### src/hdl/ngm_pkg.sv
// ----------------------------------------------------------------------------
// ngm_pkg
// shared types and constants of the nearest glyph match unit
// ----------------------------------------------------------------------------
`default_nettype none
package ngm_pkg;
   localparam int TableDepthDefault  = 128;
   localparam int DensityBitsDefault = 8;
   localparam int Lanes              = 8;
   localparam int DensW              = 8;
   localparam int GlyphW             = 16;
   localparam int IndexW             = 7;
   localparam int DistW              = 19;
   localparam logic [GlyphW-1:0] SpaceCode = 16'd32;
   localparam logic [DistW-1:0]  DistMax   = 19'h7FFFF;

   typedef enum logic {FUNC_LOAD = 1'b0, FUNC_QUERY = 1'b1} func_type;

   typedef struct packed {
      func_type                     func;
      logic [Lanes-1:0][DensW-1:0]  dens;
      logic [GlyphW-1:0]            glyph_in;
   } req_type;

   typedef struct packed {
      logic [GlyphW-1:0] glyph_out;
      logic [IndexW-1:0] best_index;
      logic [DistW-1:0]  best_distance;
      logic              found;
      logic              load_dropped;
   } rsp_type;
endpackage
`default_nettype wire

### src/hdl/ngm_if.sv
// ----------------------------------------------------------------------------
// ngm_req_if / ngm_rsp_if
// valid/ready channels of the nearest glyph match unit
// ----------------------------------------------------------------------------
`default_nettype none
interface ngm_req_if;
   logic             valid;
   logic             ready;
   ngm_pkg::req_type data;
   modport source (output valid, output data, input ready);
   modport sink   (input valid, input data, output ready);
endinterface

`default_nettype wire

### src/hdl/ngm_front.sv
// ----------------------------------------------------------------------------
// ngm_front
// accepts items into a two-entry queue, lane values masked to density width
// ----------------------------------------------------------------------------
`default_nettype none
module ngm_front #(
   parameter int DensityBits = ngm_pkg::DensityBitsDefault
) (
   input  wire logic        clock,
   input  wire logic        reset,
   ngm_req_if.sink          req,
   output ngm_pkg::req_type q_data,
   output logic             q_valid,
   input  wire logic        q_pop
);
   localparam int UseBits = (DensityBits < ngm_pkg::DensW) ? DensityBits : ngm_pkg::DensW;
   localparam logic [ngm_pkg::DensW-1:0] Mask = ngm_pkg::DensW'((1 << UseBits) - 1);

   ngm_pkg::req_type mem_ff [2];
   logic wp_ff, rp_ff;
   logic [1:0] cnt_ff;
   ngm_pkg::req_type item;
   logic push;

   always_comb begin
      item = req.data;
      for (int l = 0; l < ngm_pkg::Lanes; l++) item.dens[l] = req.data.dens[l] & Mask;
   end

   assign req.ready = (cnt_ff != 2'd2);
   assign push      = req.valid && req.ready;
   assign q_valid   = (cnt_ff != 2'd0);
   assign q_data    = mem_ff[rp_ff];

   always_ff @(posedge clock) begin
      if (push) mem_ff[wp_ff] <= item;
      if (reset) begin
         wp_ff <= 1'b0; rp_ff <= 1'b0; cnt_ff <= 2'd0;
      end else begin
         if (push) wp_ff <= ~wp_ff;
         if (q_pop) rp_ff <= ~rp_ff;
         cnt_ff <= cnt_ff + 2'(push) - 2'(q_pop);
      end
   end

   a_no_underflow: assert property (@(posedge clock) disable iff (reset)
      q_pop |-> q_valid) else $error("pop from empty queue");
   a_no_overflow: assert property (@(posedge clock) disable iff (reset)
      cnt_ff != 2'd3) else $error("queue count out of range");
   a_full_stall: assert property (@(posedge clock) disable iff (reset)
      (cnt_ff == 2'd2) |-> !req.ready) else $error("ready while full");
endmodule
`default_nettype wire

### src/flat_wrapper.sv
// flat-port wrapper written by rule: the top's interface ports become plain ports
module ngm_front_flat 
#(
   parameter int DensityBits = ngm_pkg::DensityBitsDefault
)
  (clock, reset, q_data, q_valid, q_pop, req_valid, req_data, req_ready);
  ngm_req_if req_i ();
  input  wire logic clock;
  input  wire logic reset;
  output ngm_pkg::req_type q_data;
  output logic q_valid;
  input  wire logic q_pop;
  input wire logic [$bits(req_i.valid)-1:0] req_valid;
  input wire logic [$bits(req_i.data)-1:0] req_data;
  output wire logic [$bits(req_i.ready)-1:0] req_ready;
  assign req_i.valid = req_valid;
  assign req_i.data = req_data;
  assign req_ready = req_i.ready;
  ngm_front #(.DensityBits(DensityBits)) u_core (.clock(clock), .reset(reset), .req(req_i), .q_data(q_data), .q_valid(q_valid), .q_pop(q_pop));
endmodule
### config.mk
export PLATFORM = sky130hd
export DESIGN_NAME = ngm_front_flat
export DESIGN_NICKNAME = d
export VERILOG_FILES = /design/src/hdl/ngm_pkg.sv /design/src/hdl/ngm_if.sv /design/src/hdl/ngm_front.sv /design/src/flat_wrapper.sv
export SDC_FILE = /design/constraint.sdc
export NUM_CORES = 1
export LEC_CHECK = 0
export BUFFER_PORTS_ARGS = -buffer_cell sky130_fd_sc_hd__buf_2
export CORE_ASPECT_RATIO = 0.6
export CORE_MARGIN = 2
export CORE_UTILIZATION = 45
export CTS_BUF_LIST = sky130_fd_sc_hd__clkbuf_8
export CTS_CLUSTER_SIZE = 24
export DETAILED_ROUTE_END_ITERATION = 8
export GPL_TIMING_DRIVEN = 0
export PLACE_DENSITY_LB_ADDON = 0.12
export SETUP_SLACK_MARGIN = 0.05
export SYNTH_ARGS = -nofsm -noshare
export SYNTH_HDL_FRONTEND = slang
export SYNTH_SLANG_ARGS = --single-unit
### constraint.sdc
create_clock -name clock -period 3.2 [get_ports clock]
set_clock_uncertainty 0.1 [all_clocks]
set_input_delay 0.16 -clock clock [delete_from_list [all_inputs] [get_ports clock]]
set_output_delay 0.16 -clock clock [all_outputs]
set_load 0.1 [all_outputs]
==> impl_metrics.env <==
export IMPL_status="completed"
export IMPL_synth_top_area_frac=0.800
export IMPL_dp_cells=618
export IMPL_clk_pin_slew_worst_paths_ns=0.08
export IMPL_cts_buffers=17
export IMPL_power_leakage_uw=0.00318
export IMPL_synth_seq_cells=167
export IMPL_syn_nets=364
export IMPL_num_rows=32
export IMPL_max_slew_margin_rel=0.601
export IMPL_reg2reg_to="u_core.mem_ff[0][33]$_DFFE_PP_"
export IMPL_worstHoldStart="req_data[5]"
export IMPL_tightest_slew_ns=0.599
export IMPL_critPathLaunchType="flop"
export IMPL_synthTopCellsByCount="edfxtp_1 (162), mux2_2 (81), buf_4 (8)"
export IMPL_dieArea_sq_um=14500
export IMPL_cp_required_ns=2.94
export IMPL_rsz0062_at_grt="no"
export IMPL_tns_ns=0
export IMPL_area_delta_synth_final_pct=38.8
export IMPL_cellPowerDensity_nw_per_um2=681
export IMPL_n_antenna_cell=0
export IMPL_drcViolationCount=0
export IMPL_post_drt_wl_per_cell_um=16.3
export IMPL_fillers=939
export IMPL_r2r_slack_ns=1.27
export IMPL_cts_sinks=167
export IMPL_cts_setup_buffers=0
export IMPL_fin_area_sq_um=8440
export IMPL_slowest_stage="mux2_2"
export IMPL_clockBufferDepth=2
export IMPL_cap_viol_max_count=0
export IMPL_hold_viol=0
export IMPL_instances_no_fill=734
export IMPL_crit_type="reg -> out"
export IMPL_drtIter0Drc=155
export IMPL_syn_inst=278
export IMPL_async_flop_share=0
export IMPL_slew_violations=0
export IMPL_fin_nets=638
export IMPL_max_stage_delay_ns=0.36
export IMPL_total_power_uw=5750
export IMPL_ctsResizeCount=0
export IMPL_final_layout_size_suffix_gt1_frac=0.521
export IMPL_rr_startpoint="u_core.cnt_ff[0]$_SDFF_PP0_"
export IMPL_synth_area_leader_cell="edfxtp_1"
export IMPL_clk_latency_ns=0.42
export IMPL_overflow=0
export IMPL_power_share_switching=0.364
export IMPL_yosysSeqAreaShare=0.817
export IMPL_vias_per_cell=4.72
export IMPL_multiInputGateArea_sq_um=1050
export IMPL_start_util=0.467
export IMPL_final_util=0.649
export IMPL_wl_mm=12.0
export IMPL_intPower_uw=3650
export IMPL_dpl_hpwl_mm=7.33
export IMPL_cp_cell_sequence="buf_2, buf_4, mux2_2, buf_2"
export IMPL_hold_path_class="in -> reg"
export IMPL_cts_root_buf="clkbuf_8"
export IMPL_avgSynthCellArea_sq_um=21.9
export IMPL_fp_dieW_um=154
export IMPL_via_count=3464
export IMPL_io_buffers=167
export IMPL_core_area_sq_um=13000
export IMPL_synth_top_cells_by_area="edfxtp_1 (80%), mux2_2 (15%), dfxtp_1 (1.6%), buf_4 (0.99%), ha_1 (0.21%)"
export IMPL_finalCritPeriodShare=0.673
export IMPL_path_delay_family="buffers and inverters"
export IMPL_gp_congestion=0.696
export IMPL_seq_power_share=0.457
export IMPL_cts_tree="built"
export IMPL_netlist_area_sq_um=6080
export IMPL_max_freq_mhz=465
export IMPL_crit_arrival_ns=1.89
export IMPL_die_h_um=94.0
export IMPL_synthDistinctLibCells=22
export IMPL_grt_total_usage=0.172
export IMPL_antenna_found_initial=0
export IMPL_seq_area_sq_um=4960
export IMPL_yosysWarnings=0
export IMPL_first_pass_iters=5
export IMPL_grt_pass1_wl_mm=18.7
export IMPL_cp_common_cell="buf_2"
export IMPL_finalSetupViolCount=0
export IMPL_path_buf_inv=3
export IMPL_combinationalPowerShare=0.291
export IMPL_yosysMostFrequentCell="edfxtp_1"
export IMPL_synthFlopType="edfxtp_1"
export IMPL_pwr_share_clk=0.252
export IMPL_vdd_drop_max_mv=0.393
export IMPL_worstRegToRegCells=4
export IMPL_io_pins=168
export IMPL_htreeDepth=4
export IMPL_postPlaceCellArea_sq_um=7210
export IMPL_worstSetupEndpoint="q_data[31]"
export IMPL_critPathMaxFanout=10
export IMPL_end_kind="output pin"
export IMPL_grt_max_degree=44
export IMPL_p_sw_uw=2090
export IMPL_period_needed_ns=2.15
export IMPL_synth_edf_count=162
export IMPL_path_depth=4
export IMPL_grt_pass1_vias=3736
export IMPL_drt_antenna_violating_nets=0
[cell usage in the layout (no fill, tap or decap)]
cell type and instances:
clkbuf_8 17, and3_4 1, or2_2 1, a21bo_2 1, ha_1 1, nand2_1 1, dfxtp_1 5, clkinvlp_4 6
and2b_1 1, buf_4 8, nand3b_1 1, buf_12 2, xnor2_1 1, buf_16 1, mux2i_1 1, clkinv_1 2
bufinv_16 2, mux2_1 1, nor2_1 3, a21o_1 1, dlygate4sd3_1 85, inv_6 4, nor2b_1 1, buf_2 168
a21oi_1 2, edfxtp_1 162, inv_1 1, nand3_1 1, mux2_2 81, clkinv_4 1, nand2b_2 1
[worst min-delay path by stage]
stage                                     endpoint  slack (ns)  cells past startpoint
floorplan              u_core.cnt_ff[0]$_SDFF_PP0_        0.13                      1
global placement    u_core.mem_ff[0][66]$_DFFE_PP_        0.25                      1
detailed placement  u_core.mem_ff[1][12]$_DFFE_PP_        0.25                      1
CTS                 u_core.mem_ff[0][49]$_DFFE_PP_        0.31                      2
global route        u_core.mem_ff[0][68]$_DFFE_PP_        0.31                      2
finish               u_core.mem_ff[1][5]$_DFFE_PP_        0.35                      2
[cell families (layout without fill, tap and decap cells)]
family,after synthesis,in the layout,share of synthesized area
compound gates,4,4,0.00453
xor+xnor,1,1,0.00144
fa+ha+maj,1,1,0.00206
buf+inv,11,297,0.0119
flops,167,167,0.817
mux,83,83,0.154
simple gates,11,11,0.00988
[final cells by class]
cell class                      instances  area share
Clock buffer                           17      0.0277
Timing Repair Buffer                  255       0.208
Tap cell                              170      0.0252
Sequential cell                       167       0.588
Multi-Input combinational cell        100       0.124
Inverter                                2     0.00133
Buffer                                  9     0.00771
Clock inverter                         14      0.0176
[flip-flops by register name (all words and copies together) (netlist names), named ones only]
name,flops
u_core.cnt_ff,2
u_core.mem_ff,162
u_core.rp_ff,1
u_core.wp_ff,1
[power by group through the flow]
stage               registers, uW  logic [uW]  clock network (uW)
finish                       2630        1670                1450
global route                 2640        1730                1590
CTS                          2630        1680                1490
detailed placement           2680        1590                   0
global placement             2680        1560                   0
floorplan                    2670        1320                   0
[worst register-to-register path, stage by stage (launching register included)]
cell,delay (ns)
dfxtp_1,0.34
nand2b_2,0.23
nand3b_1,0.18
clkinvlp_4,0.44
buf_12,0.36
[metal layers]
layer | part of all wire | GRT usage | vias to the layer above
met5 | 0 | 0 | -
met4 | 0.0075 | 0.0600 | 0
met3 | 0.068 | 0.0600 | 9
met2 | 0.49 | 0.299 | 113
met1 | 0.44 | 0.201 | 1694
li1 | - | - | 1648
[repair_timing]
| action | in CTS | in global routing |
|---|---|---|
| hold endpoints to repair | 167 | 0 |
| endpoints found under the setup margin | 0 | 0 |
| hold buffers | 85 | 0 |
[through the flow]
| step | hold slack [ns] | setup slack [ns] |
|---|---|---|
| final | 0.348 | 1.05 |
| after global routing | 0.312 | 0.943 |
| after CTS | 0.307 | 0.999 |
| after detailed placement | 0.251 | 1.28 |
| after global placement | 0.247 | 0.107 |
| after floorplan | 0.129 | 0.414 |
Power figures use the tool's default switching activity.
